===== config.mk =====
export PLATFORM = sky130hd
export DESIGN_NAME = shard_result_merge_table_top
export DESIGN_NICKNAME = d
export VERILOG_FILES = /design/src/rtl/srm_pkg.sv /design/src/rtl/srm_queue.sv /design/src/rtl/srm_front.sv /design/src/rtl/srm_back.sv /design/src/rtl/shard_result_merge_table_top.sv
export SDC_FILE = /design/constraint.sdc
export NUM_CORES = 2
export LEC_CHECK = 0
export BUFFER_PORTS_ARGS = -buffer_cell sky130_fd_sc_hd__buf_2
export CORE_UTILIZATION = 65
export CTS_CLUSTER_DIAMETER = 200
export CTS_CLUSTER_SIZE = 10
export DETAILED_ROUTE_END_ITERATION = 10
export PLACE_DENSITY = 0.87
export SLEW_MARGIN = 10
export SYNTH_ARGS = -nofsm -noshare
export SYNTH_HDL_FRONTEND = slang
export SYNTH_SLANG_ARGS = --single-unit

===== constraint.sdc =====
create_clock -name i_clk -period 47.9 [get_ports i_clk]
set_input_delay 4.79 -clock i_clk [delete_from_list [all_inputs] [get_ports i_clk]]
set_output_delay 4.79 -clock i_clk [all_outputs]
set_load 0.01 [all_outputs]

===== src/rtl/srm_pkg.sv =====
// shared types and constants for the shard result merge table
// no dependencies

package srm_pkg;

    localparam int KEY_W      = 64;
    localparam int SEQ_W      = 64;
    localparam int PAY_W      = 64;
    localparam int NODE_W     = 4;
    localparam int NODE_SLOTS = 1 << NODE_W;
    localparam int DIR_W      = 2;
    localparam int CNT_W      = 5;
    localparam int STATUS_W   = 2;

    localparam int IN_DATA_W  = 200;
    localparam int IN_USER_W  = 3;
    localparam int OUT_DATA_W = 192;
    localparam int OUT_USER_W = 3;

    localparam logic [STATUS_W-1:0] ST_PENDING = 2'd0;
    localparam logic [STATUS_W-1:0] ST_DONE    = 2'd1;
    localparam logic [STATUS_W-1:0] ST_FULL    = 2'd2;

    localparam logic [DIR_W-1:0] DIR_PREV = 2'd0;

    typedef enum logic [1:0] {
        K_HIT,
        K_NEW,
        K_FULL
    } t_kind;

    typedef struct packed {
        t_kind              kind;
        logic [KEY_W-1:0]   key;
        logic [NODE_W-1:0]  node;
        logic               found;
        logic [SEQ_W-1:0]   seqnum;
        logic [DIR_W-1:0]   dir;
        logic [PAY_W-1:0]   payload;
    } t_job;

    typedef struct packed {
        logic                  found;
        logic [SEQ_W-1:0]      seqnum;
        logic [DIR_W-1:0]      dir;
        logic [PAY_W-1:0]      payload;
        logic [NODE_SLOTS-1:0] nodes;
        logic [CNT_W-1:0]      cnt;
    } t_ans;

    typedef struct packed {
        logic done;
        logic free;
    } t_done;

endpackage


===== src/rtl/srm_queue.sv =====
// two-entry job queue between front and back
// depends on nothing but its width parameter

module srm_queue #(
    parameter int W = 8
) (
    input  logic         i_clk,
    input  logic         i_rst_n,
    input  logic         i_push,
    input  logic [W-1:0] i_data,
    input  logic         i_pop,
    output logic [W-1:0] o_data,
    output logic         o_empty,
    output logic         o_full
);

    logic [W-1:0] r_mem [2];
    logic         r_wp;
    logic         r_rp;
    logic [1:0]   r_cnt;

    assign o_data  = r_mem[r_rp];
    assign o_empty = (r_cnt == 2'd0);
    assign o_full  = (r_cnt == 2'd2);

    always_ff @(posedge i_clk) begin
        if (!i_rst_n) begin
            r_wp  <= 1'b0;
            r_rp  <= 1'b0;
            r_cnt <= 2'd0;
        end else begin
            if (i_push) begin
                r_wp <= ~r_wp;
            end
            if (i_pop) begin
                r_rp <= ~r_rp;
            end
            if (i_push && !i_pop) begin
                r_cnt <= r_cnt + 2'd1;
            end else if (!i_push && i_pop) begin
                r_cnt <= r_cnt - 2'd1;
            end
        end
    end

    always_ff @(posedge i_clk) begin
        if (i_push) begin
            r_mem[r_wp] <= i_data;
        end
    end

endmodule


===== src/rtl/srm_front.sv =====
// front: accepts answers, matches keys against open entries, allocates slots
// depends on srm_pkg

module srm_front #(
    parameter  int TABLE_ENTRIES = 16,
    localparam int IW = (TABLE_ENTRIES > 1) ? $clog2(TABLE_ENTRIES) : 1,
    localparam int QW = IW + $bits(srm_pkg::t_job)
) (
    input  logic                            i_clk,
    input  logic                            i_rst_n,
    input  logic                            i_s_axis_tvalid,
    output logic                            o_s_axis_tready,
    input  logic [srm_pkg::IN_DATA_W-1:0]   i_s_axis_tdata,
    input  logic [srm_pkg::IN_USER_W-1:0]   i_s_axis_tuser,
    input  logic                            i_q_full,
    output logic                            o_q_push,
    output logic [QW-1:0]                   o_q_data,
    input  srm_pkg::t_done                  i_done
);

    typedef enum logic [1:0] {
        F_IDLE,
        F_MATCH,
        F_PUSH,
        F_WAIT
    } t_fstate;

    t_fstate                    r_state;
    logic                       r_valid [TABLE_ENTRIES];
    logic [srm_pkg::KEY_W-1:0]  r_key   [TABLE_ENTRIES];
    logic [TABLE_ENTRIES-1:0]   r_hit_vec;
    logic [TABLE_ENTRIES-1:0]   r_free_vec;
    srm_pkg::t_job              r_item;
    logic [IW-1:0]              r_idx;

    logic          hit_any;
    logic          free_any;
    logic [IW-1:0] hit_idx;
    logic [IW-1:0] free_idx;
    logic [IW-1:0] n_idx;
    srm_pkg::t_job job;

    // lowest matching and lowest free entry
    always_comb begin
        hit_any  = 1'b0;
        free_any = 1'b0;
        hit_idx  = '0;
        free_idx = '0;
        for (int i = TABLE_ENTRIES - 1; i >= 0; i--) begin
            if (r_hit_vec[i]) begin
                hit_any = 1'b1;
                hit_idx = IW'(i);
            end
            if (r_free_vec[i]) begin
                free_any = 1'b1;
                free_idx = IW'(i);
            end
        end
    end

    always_comb begin
        job = r_item;
        if (hit_any) begin
            job.kind = srm_pkg::K_HIT;
            n_idx    = hit_idx;
        end else if (free_any) begin
            job.kind = srm_pkg::K_NEW;
            n_idx    = free_idx;
        end else begin
            job.kind = srm_pkg::K_FULL;
            n_idx    = '0;
        end
    end

    assign o_s_axis_tready = (r_state == F_IDLE);
    assign o_q_push        = (r_state == F_PUSH) && !i_q_full;
    assign o_q_data        = {n_idx, job};

    always_ff @(posedge i_clk) begin
        if (!i_rst_n) begin
            r_state <= F_IDLE;
            for (int i = 0; i < TABLE_ENTRIES; i++) begin
                r_valid[i] <= 1'b0;
            end
        end else begin
            unique case (r_state)
                F_IDLE: begin
                    if (i_s_axis_tvalid) begin
                        r_state <= F_MATCH;
                    end
                end
                F_MATCH: begin
                    r_state <= F_PUSH;
                end
                F_PUSH: begin
                    if (!i_q_full) begin
                        if (job.kind == srm_pkg::K_FULL) begin
                            r_state <= F_IDLE;
                        end else begin
                            r_state <= F_WAIT;
                        end
                        if (job.kind == srm_pkg::K_NEW) begin
                            r_valid[free_idx] <= 1'b1;
                        end
                    end
                end
                F_WAIT: begin
                    if (i_done.done) begin
                        r_state <= F_IDLE;
                        if (i_done.free) begin
                            r_valid[r_idx] <= 1'b0;
                        end
                    end
                end
                default: begin
                    r_state <= F_IDLE;
                end
            endcase
        end
    end

    always_ff @(posedge i_clk) begin
        if (r_state == F_IDLE && i_s_axis_tvalid) begin
            r_item.kind    <= srm_pkg::K_FULL;
            r_item.key     <= i_s_axis_tdata[63:0];
            r_item.node    <= i_s_axis_tdata[67:64];
            r_item.seqnum  <= i_s_axis_tdata[131:68];
            r_item.payload <= i_s_axis_tdata[195:132];
            r_item.found   <= i_s_axis_tuser[0];
            r_item.dir     <= i_s_axis_tuser[2:1];
        end
        if (r_state == F_MATCH) begin
            for (int i = 0; i < TABLE_ENTRIES; i++) begin
                r_hit_vec[i]  <= r_valid[i] && (r_key[i] == r_item.key);
                r_free_vec[i] <= !r_valid[i];
            end
        end
        if (o_q_push) begin
            r_idx <= n_idx;
            if (job.kind == srm_pkg::K_NEW) begin
                r_key[free_idx] <= r_item.key;
            end
        end
    end

endmodule


===== src/rtl/srm_back.sv =====
// back: reads the entry's answer memory, merges, decides completion, drives results
// depends on srm_pkg

module srm_back #(
    parameter  int TABLE_ENTRIES = 16,
    parameter  int MAX_SHARDS    = 16,
    localparam int IW = (TABLE_ENTRIES > 1) ? $clog2(TABLE_ENTRIES) : 1,
    localparam int QW = IW + $bits(srm_pkg::t_job)
) (
    input  logic                            i_clk,
    input  logic                            i_rst_n,
    input  logic                            i_cfg_valid,
    output logic                            o_cfg_ready,
    input  logic [srm_pkg::CNT_W-1:0]       i_cfg_data,
    input  logic [QW-1:0]                   i_q_data,
    input  logic                            i_q_empty,
    output logic                            o_q_pop,
    output logic                            o_m_axis_tvalid,
    input  logic                            i_m_axis_tready,
    output logic [srm_pkg::OUT_DATA_W-1:0]  o_m_axis_tdata,
    output logic [srm_pkg::OUT_USER_W-1:0]  o_m_axis_tuser,
    output srm_pkg::t_done                  o_done
);

    typedef enum logic [1:0] {
        B_IDLE,
        B_READ,
        B_MERGE,
        B_OUT
    } t_bstate;

    t_bstate                        r_state;
    srm_pkg::t_ans                  r_mem [TABLE_ENTRIES];
    srm_pkg::t_ans                  r_rd;
    srm_pkg::t_job                  r_job;
    logic [IW-1:0]                  r_idx;
    logic [srm_pkg::CNT_W-1:0]      r_num_shards;
    logic [srm_pkg::STATUS_W-1:0]   r_res_status;
    logic                           r_res_found;
    logic [srm_pkg::SEQ_W-1:0]      r_res_seq;
    logic [srm_pkg::PAY_W-1:0]      r_res_pay;
    logic                           r_res_free;
    logic                           r_ovalid;
    logic [srm_pkg::STATUS_W-1:0]   r_ostatus;
    logic                           r_ofound;
    logic [srm_pkg::KEY_W-1:0]      r_okey;
    logic [srm_pkg::SEQ_W-1:0]      r_oseq;
    logic [srm_pkg::PAY_W-1:0]      r_opay;
    srm_pkg::t_done                 r_done;

    srm_pkg::t_job                  q_job;
    logic [IW-1:0]                  q_idx;
    logic                           counted;
    logic [srm_pkg::NODE_SLOTS-1:0] nb;
    logic                           take;
    logic                           complete;
    logic                           out_load;
    srm_pkg::t_ans                  n_ent;

    assign q_job = srm_pkg::t_job'(i_q_data[$bits(srm_pkg::t_job)-1:0]);
    assign q_idx = i_q_data[QW-1:$bits(srm_pkg::t_job)];

    assign o_cfg_ready     = 1'b1;
    assign o_q_pop         = (r_state == B_IDLE) && !i_q_empty;
    assign out_load        = (r_state == B_OUT) && (!r_ovalid || i_m_axis_tready);
    assign o_m_axis_tvalid = r_ovalid;
    assign o_m_axis_tdata  = {r_opay, r_oseq, r_okey};
    assign o_m_axis_tuser  = {r_ofound, r_ostatus};
    assign o_done          = r_done;

    // merge rule
    always_comb begin
        counted = (32'(r_job.node) < MAX_SHARDS);
        nb      = counted ? (srm_pkg::NODE_SLOTS'(1) << r_job.node) : '0;
        priority if (r_rd.found && !r_job.found) begin
            take = 1'b0;
        end else if (!r_rd.found && r_job.found) begin
            take = 1'b1;
        end else if (r_rd.dir == srm_pkg::DIR_PREV) begin
            take = (r_rd.seqnum < r_job.seqnum);
        end else begin
            take = (r_job.seqnum < r_rd.seqnum);
        end
        if (r_job.kind == srm_pkg::K_NEW) begin
            n_ent.found   = r_job.found;
            n_ent.seqnum  = r_job.seqnum;
            n_ent.dir     = r_job.dir;
            n_ent.payload = r_job.payload;
            n_ent.nodes   = nb;
            n_ent.cnt     = srm_pkg::CNT_W'(counted);
        end else begin
            n_ent = r_rd;
            if (take) begin
                n_ent.found   = r_job.found;
                n_ent.seqnum  = r_job.seqnum;
                n_ent.dir     = r_job.dir;
                n_ent.payload = r_job.payload;
            end
            n_ent.nodes = r_rd.nodes | nb;
            n_ent.cnt   = r_rd.cnt
                        + srm_pkg::CNT_W'(counted && !r_rd.nodes[r_job.node]);
        end
        complete = (n_ent.cnt == r_num_shards);
    end

    always_ff @(posedge i_clk) begin
        if (!i_rst_n) begin
            r_state      <= B_IDLE;
            r_num_shards <= srm_pkg::CNT_W'(1);
            r_ovalid     <= 1'b0;
            r_done       <= '0;
        end else begin
            r_done.done <= out_load && (r_job.kind != srm_pkg::K_FULL);
            r_done.free <= out_load && r_res_free;
            if (i_cfg_valid) begin
                r_num_shards <= i_cfg_data;
            end
            if (out_load) begin
                r_ovalid <= 1'b1;
            end else if (i_m_axis_tready) begin
                r_ovalid <= 1'b0;
            end
            unique case (r_state)
                B_IDLE: begin
                    if (!i_q_empty) begin
                        unique case (q_job.kind)
                            srm_pkg::K_HIT:  r_state <= B_READ;
                            srm_pkg::K_NEW:  r_state <= B_MERGE;
                            default:         r_state <= B_OUT;
                        endcase
                    end
                end
                B_READ: begin
                    r_state <= B_MERGE;
                end
                B_MERGE: begin
                    r_state <= B_OUT;
                end
                B_OUT: begin
                    if (out_load) begin
                        r_state <= B_IDLE;
                    end
                end
                default: begin
                    r_state <= B_IDLE;
                end
            endcase
        end
    end

    always_ff @(posedge i_clk) begin
        if (o_q_pop) begin
            r_job        <= q_job;
            r_idx        <= q_idx;
            r_res_status <= srm_pkg::ST_FULL;
            r_res_found  <= 1'b0;
            r_res_seq    <= '0;
            r_res_pay    <= '0;
            r_res_free   <= 1'b0;
        end
        if (r_state == B_READ) begin
            r_rd <= r_mem[r_idx];
        end
        if (r_state == B_MERGE) begin
            r_mem[r_idx] <= n_ent;
            r_res_free   <= complete;
            if (complete) begin
                r_res_status <= srm_pkg::ST_DONE;
                r_res_found  <= n_ent.found;
                r_res_seq    <= n_ent.seqnum;
                r_res_pay    <= n_ent.payload;
            end else begin
                r_res_status <= srm_pkg::ST_PENDING;
            end
        end
        if (out_load) begin
            r_ostatus <= r_res_status;
            r_ofound  <= r_res_found;
            r_okey    <= r_job.key;
            r_oseq    <= r_res_seq;
            r_opay    <= r_res_pay;
        end
    end

endmodule


===== src/rtl/shard_result_merge_table_top.sv =====
// shard result merge table, top level: front matcher, job queue, merge back end
// an answer on a key hit reads the entry's answer memory before the merge; a new key skips
//   the read, and a dropped item skips read and merge
// the front takes a new answer only once the back has loaded the last one's result and
//   freed its entry if complete; dropped items do not wait on the back; a stalled result
//   output adds its stall
// reset: synchronous, active low; clears all entries and sets num_shards to 1
// depends on srm_pkg, srm_front, srm_queue, srm_back

module shard_result_merge_table_top #(
    parameter int TABLE_ENTRIES = 16,
    parameter int MAX_SHARDS    = 16
) (
    input  logic                            i_clk,
    input  logic                            i_rst_n,
    input  logic                            i_cfg_valid,
    output logic                            o_cfg_ready,
    input  logic [srm_pkg::CNT_W-1:0]       i_cfg_data,
    input  logic                            i_s_axis_tvalid,
    output logic                            o_s_axis_tready,
    // query_key[63:0], node_id[67:64], seqnum[131:68], payload[195:132], zero pad
    input  logic [srm_pkg::IN_DATA_W-1:0]   i_s_axis_tdata,
    // found[0], direction[2:1]
    input  logic [srm_pkg::IN_USER_W-1:0]   i_s_axis_tuser,
    output logic                            o_m_axis_tvalid,
    input  logic                            i_m_axis_tready,
    // out_key[63:0], out_seqnum[127:64], out_payload[191:128]
    output logic [srm_pkg::OUT_DATA_W-1:0]  o_m_axis_tdata,
    // status[1:0], out_found[2]
    output logic [srm_pkg::OUT_USER_W-1:0]  o_m_axis_tuser
);

    localparam int IW = (TABLE_ENTRIES > 1) ? $clog2(TABLE_ENTRIES) : 1;
    localparam int QW = IW + $bits(srm_pkg::t_job);

    logic           q_push;
    logic           q_pop;
    logic           q_empty;
    logic           q_full;
    logic [QW-1:0]  q_wdata;
    logic [QW-1:0]  q_rdata;
    srm_pkg::t_done done;

    srm_front #(
        .TABLE_ENTRIES (TABLE_ENTRIES)
    ) u_front (
        .i_clk           (i_clk),
        .i_rst_n         (i_rst_n),
        .i_s_axis_tvalid (i_s_axis_tvalid),
        .o_s_axis_tready (o_s_axis_tready),
        .i_s_axis_tdata  (i_s_axis_tdata),
        .i_s_axis_tuser  (i_s_axis_tuser),
        .i_q_full        (q_full),
        .o_q_push        (q_push),
        .o_q_data        (q_wdata),
        .i_done          (done)
    );

    srm_queue #(
        .W (QW)
    ) u_queue (
        .i_clk   (i_clk),
        .i_rst_n (i_rst_n),
        .i_push  (q_push),
        .i_data  (q_wdata),
        .i_pop   (q_pop),
        .o_data  (q_rdata),
        .o_empty (q_empty),
        .o_full  (q_full)
    );

    srm_back #(
        .TABLE_ENTRIES (TABLE_ENTRIES),
        .MAX_SHARDS    (MAX_SHARDS)
    ) u_back (
        .i_clk           (i_clk),
        .i_rst_n         (i_rst_n),
        .i_cfg_valid     (i_cfg_valid),
        .o_cfg_ready     (o_cfg_ready),
        .i_cfg_data      (i_cfg_data),
        .i_q_data        (q_rdata),
        .i_q_empty       (q_empty),
        .o_q_pop         (q_pop),
        .o_m_axis_tvalid (o_m_axis_tvalid),
        .i_m_axis_tready (i_m_axis_tready),
        .o_m_axis_tdata  (o_m_axis_tdata),
        .o_m_axis_tuser  (o_m_axis_tuser),
        .o_done          (done)
    );

endmodule


; ---- Word level (Yosys, flattened, before mapping)
; Memories as Yosys holds them, arrays and structs flattened. A register that Yosys moved wholly into a read port is not among the register bits.
; Cells that the tools add are included.
[totals]
n_memories = 4
reg_bits = 783
ram_bits = 3882
inputBits = 213
output_inout_bits = 198
[memory_table]
columns = name, words, width, read_ports, rd_ports_with_merged_regs, write_ports, line_no
row1 = u_back.r_mem, 16, 152, 1, 1, 1, srm_back.sv:33  ; srm_pkg::t_ans r_mem [TABLE_ENTRIES];
row2 = u_front.r_key, 16, 64, 16, 0, 1, srm_front.sv:30  ; logic [srm_pkg::KEY_W-1:0] r_key [TABLE_ENTRIES];
row3 = u_queue.r_mem, 2, 205, 1, 1, 1, srm_queue.sv:17  ; logic [W-1:0] r_mem [2];
row4 = u_front.r_valid, 16, 1, 16, 0, 16, srm_front.sv:29  ; logic r_valid [TABLE_ENTRIES];
[op_classes]
order_cmp = 3
bitwise_logic = 3
shifts = 1
n_reduce_logical = 63
n_addsub = 3
n_eq_ne = 34
n_mux = 127
[op_table]
columns = op, count
row1 = equality test 64 bit, 16
row2 = two-way mux 64 bit, 6
row3 = two-way mux 152 bit, 1
row4 = two-way mux 4 bit, 36
row5 = two-way mux 131 bit, 1
row6 = < comparator 64 bit, 2
row7 = two-way mux 1 bit, 67
row8 = logical AND 1 bit, 26
row9 = logical NOT 1 bit, 24
row10 = two-way mux 2 bit, 12
row11 = bitwise OR 16 bit, 1
row12 = one-hot mux 2 bit (4 select lines), 2
row13 = << shifter 1 x 4 -> 16 bit (first input constant), 1
row14 = equality test 2 bit (second input constant), 6
row15 = equality test 2 x 1 -> 1 bit (second input constant), 5
row16 = logical NOT 2 bit, 5
row17 = != test 2 bit (second input constant), 4
row18 = nonzero test 2 bit, 3
row19 = adder 5 x 1 -> 5 bit, 1
row20 = equality test 5 bit, 1
row21 = < comparator 4 x 5 -> 1 bit (second input constant), 1
row22 = binary-select mux 1 bit (select 4 bit), 1
row23 = != test 2 x 1 -> 1 bit (second input constant), 2
row24 = one-hot mux 2 bit (2 select lines), 1
row25 = 7 further kinds, 9

; ---- Depth between registers and ports, before layout
[depth]
depth_word = 27
ltp_mapped = 15

; ---- Cells and area by module
; Synthesis repeated with hierarchy kept, for this count alone.
[hier_totals]
cells_unflattened = 8654
hier_area_um2 = 183629.9
[by_module_without_submodules]
columns = mod, cells_each, n_inst, area_each_um2, seq_area_each_um2
row1 = srm_back, 4901, 1, 116798.3, 92448.7
row2 = srm_front, 3093, 1, 51204.1, 38166.6
row3 = srm_queue, 660, 1, 15627.5, 12411.9

; ---- Worst setup path after synthesis
; No wires, ideal clock.
[synth_timing]
path_kind = register to register
from = reg u_front.r_state[0]
to = reg u_queue.r_wp
arrival_ns = 21.183
path_slack_ns = 26.571
path_buffers = 1
setup_time_ns = 0.146
stages_incl_launch_ff = 4
synth_period_minus_slack_ns = 21.329
cell_sequence = dfxtp_1 clkbuf_1 nor4_1 o21a_1
[synth_between]
elab_chain_len = 2
[synth_lines]
columns = item, line_no
row1 = from (decl), srm_front.sv:28  ; t_fstate r_state;
row2 = from (signal assigned), srm_front.sv:81  ; r_state <= F_IDLE;
row3 = from (signal assigned), srm_front.sv:89  ; r_state <= F_MATCH;
row4 = from (signal assigned), srm_front.sv:93  ; r_state <= F_PUSH;
row5 = equality test 2 bit, srm_front.sv:76  ; assign o_q_push = (r_state == F_PUSH) && !i_q_full;
row6 = logical AND 1 bit, srm_front.sv:76
row7 = to (signal assigned), srm_queue.sv:33  ; r_wp <= ~r_wp;
row8 = to (decl), srm_queue.sv:18  ; logic r_wp;
; No other way between the ends.
; A chain may end at the register's enable or synchronous reset.

; ---- Final worst setup path
[layout_timing]
from = reg u_front.r_state[0]
to = out o_s_axis_tready
[layout_between]
elab_chain_len = 1
[layout_lines]
columns = item, line_no
row1 = logical NOT 2 bit, srm_front.sv:75  ; assign o_s_axis_tready = (r_state == F_IDLE);
row2 = to (decl), shard_result_merge_table_top.sv:20  ; output logic o_s_axis_tready,
; No other way between the ends.

==> flow_summary_export.csv <==
group,metric,value,unit
pwr,total_leakage_power,68.1,nW
floorplanning,fp.dieH,532,um
logic_synthesis,synth.distinct_cells,69,
global_routing,antenna_found_initial,30,
logic_synthesis,yosysTopAreaCellShare,0.766,
place,placed_cells,12600,
detailed_routing,drtIter0Drc,19800,
timing,final.period_utilization,0.154,
clocking,cts_tree,"done",
place,gp_congestion,0.960,
worst_setup_path,start_kind,"register",
place,port_buffers,405,
floorplanning,start_util,0.654,
worst_setup_path,r2r_setup_slack,40870,ps
clocking,cts.clk_slew.worst_paths,60,ps
global_routing,grt_pass1_wl,784,mm
worst_setup_path,crit_fanout,9,
logic_synthesis,synth_common_cells,"4655 x edfxtp_1, 765 x mux4_2, 418 x xnor2_1",
timing,slew_headroom,0.0278,
clocking,worstSkewPairLatency,1110,ps
worst_setup_path,path_class,"reg2out",
logic_synthesis,synth_most_common_cell,"edfxtp_1",
logic_synthesis,synth_edf_count,4655,
timing,rsz0062_at_grt,"no",
pwr,totalPowerFinal,0.0119,W
global_routing,grt_pass1_vias,104000,
timing,hold_viol_final,0,
logic_synthesis,synth_ff_type,"edfxtp_1",
detailed_routing,wl_per_cell,41.7,um
global_routing,grt_max_degree,155,
worst_setup_path,worstPathRequired,43110,ps
clocking,cts_buffer_depth,4,
worst_setup_path,end_kind,"output port",
timing,finalSetupViolations,0,
timing,fin_tns_setup,0,ps
timing,period_minus_slack,7400,ps
layout,fin_cells,13400,
logic_synthesis,syn-num-nets,8892,
detailed_routing,first_pass_iters,10,
logic_synthesis,synthTopCellsByArea,"edfxtp_1 77%, mux4_2 9.4%, xnor2_1 2.0%",
timing,fmax,135,MHz
logic_synthesis,synth_area,182000,um^2
detailed_routing,viasPerCell,7.66,
global_routing,grt_usage,0.395,
clocking,h-tree-depth,6,
timing,tightest_slew,1440,ps
detailed_routing,ant_nets,0,
layout,drive_gt1_frac,0.246,
logic_synthesis,yosys_register_bits,4817,
clocking,cts_setup_buffers,0,
floorplanning,io_pins,411,
detailed_routing,vias,103000,
floorplanning,die-area,283000,um^2
clocking,clock-sinks,4817,
logic_synthesis,synth_warnings,0,
floorplanning,die_w,532,um
clocking,postCtsHoldBufs,0,
logic_synthesis,syn_avg_cell_area,21.2,um^2
layout,nets,9715,
timing,clock_skew,122,ps
floorplanning,row_count,194,
logic_synthesis,ys_async_sr_fraction,0,
clocking,cts_root_buf,"clkbuf_16",
detailed_routing,postRouteWirelength,560,mm
clocking,cts_resized,0,
logic_synthesis,synth_largest_area_cell,"edfxtp_1",
worst_setup_path,cp.arrival,2610,ps
status,status,"finished clean",
floorplanning,coreArea,279000,um^2
timing,final_max_slew_viol_count,0,
detailed_routing,drc,0,
pwr,powerDensity,57.8,nW/um^2
logic_synthesis,seq_area_frac_synth,0.784,
layout,area_growth,12.9,%
pwr,ir_worst_vdd,43.4,uV
logic_synthesis,syn_inst,8608,
global_routing,overflow,0,
clocking,cts_buffers,551,
job,cap_violations,0,
place,dp_hpwl,264,mm
min_path,hold_class,"reg2reg",
layout by cell type (no fill, tap or decap), types with 16 or more instances in the layout:
master        n
mux2_1       32
a21oi_1      43
buf_4       238
nand3_1      28
nand4_1     150
mux2_2      205
a22o_1       24
diode_2      20
inv_1       208
xnor2_1     418
o221ai_1     21
nor2_4       28
xor2_1      356
nor2_1       37
dfxtp_1     161
clkbuf_1    214
o22ai_1      84
edfxtp_1   4655
a21o_1      133
clkbuf_16   552
mux4_2      765
buf_2       405
o21ai_0      43
nor3_1       28
nand2b_1     16
mux2_4       98
nand2_1      69
and3_1      135
nor4_1      149
a221oi_1     58
clkinv_16    29
ha_1         70
o2bb2ai_1    37
registers in the layout, summed over array words and instances, names as in the netlist, 2 cells and up, named ones only:
signal,count
u_back.r_state,2
u_front.r_hit_vec,16
u_front.r_state,2
u_queue.r_cnt,2
u_front.o_q_data,199
u_back.r_opay,64
u_back.r_res_pay,64
u_front.r_free_vec,16
u_back.r_res_seq,64
u_back.r_num_shards,5
u_back.r_oseq,64
u_queue.r_mem,410
u_front.r_valid,16
u_front.r_key,1024
u_front.r_idx,4
u_back.r_okey,64
u_back.r_mem,2432
u_back.r_rd,152
u_back.o_done,2
u_back.r_ostatus,2
u_back.r_idx,4
u_back.r_job,201
routing by layer:
layer	vias up	track usage	part of all wire
met5	-	0	0.00022
met4	14	0.300	0.095
li1	36500	-	-
met3	3179	0.0965	0.14
met2	12500	0.620	0.47
met1	50800	0.479	0.30
area by class of cell:
class | count | area (um^2)
diodes | 20 | 50.0
clock buffers | 766 | 14600
clock inverters | 58 | 1350
fillers | 13100 | 73100
inverters | 221 | 842
multi-input cells | 3181 | 37300
flip-flops and latches | 4817 | 143000
well taps | 3724 | 4660
repair buffers | 659 | 4140
per-stage QoR:
stage / worst slack, ps / hold slack [ps] / utilization / cell area (um^2)
after floorplan: 26570 / 400 / - / 182000
after global placement: 40040 / 404 / 0.680 / 190000
after detailed placement: 39940 / 405 / 0.680 / 190000
after CTS: 40740 / 407 / 0.738 / 206000
after global routing: 40550 / 415 / 0.738 / 206000
final: 40500 / 410 / 0.738 / 206000
logic make-up (layout without fill, tap and decap cells):
family	count (synthesis)	after routing	share of synthesized area
muxes	1108	1108	0.118
AOI/OAI and AO/OA	533	533	0.0215
buffers and inverters	610	1704	0.0132
other	1	21	0.0000206
and+or+nand+nor	694	694	0.0217
xor gates and xnor gates	774	774	0.0372
adders and majority gates	71	71	0.00487
DFF	4817	4817	0.784
where the power goes:
group          switching (W)  internal [W]
combinational        0.00153      0.000783
sequential          0.000223       0.00544
clock                0.00179       0.00214
total                0.00354       0.00837
worst max-delay path, cell delays in order, from the launching register on:
cell and delay (ps):
dfxtp_1 430, nor2_1 840, buf_2 290
path summary, 6_finish.rpt:
path,end,cells after the start,start
hold / removal,u_back.r_oseq[55],0,u_back.r_res_seq[55]
setup / recovery,o_s_axis_tready,2,u_front.r_state[0]
setup reg to reg,u_back.r_res_pay[53],13,u_back.r_job[131]
hold reg to reg,u_back.r_oseq[55],0,u_back.r_res_seq[55]
(Power assumes the default switching activity.)
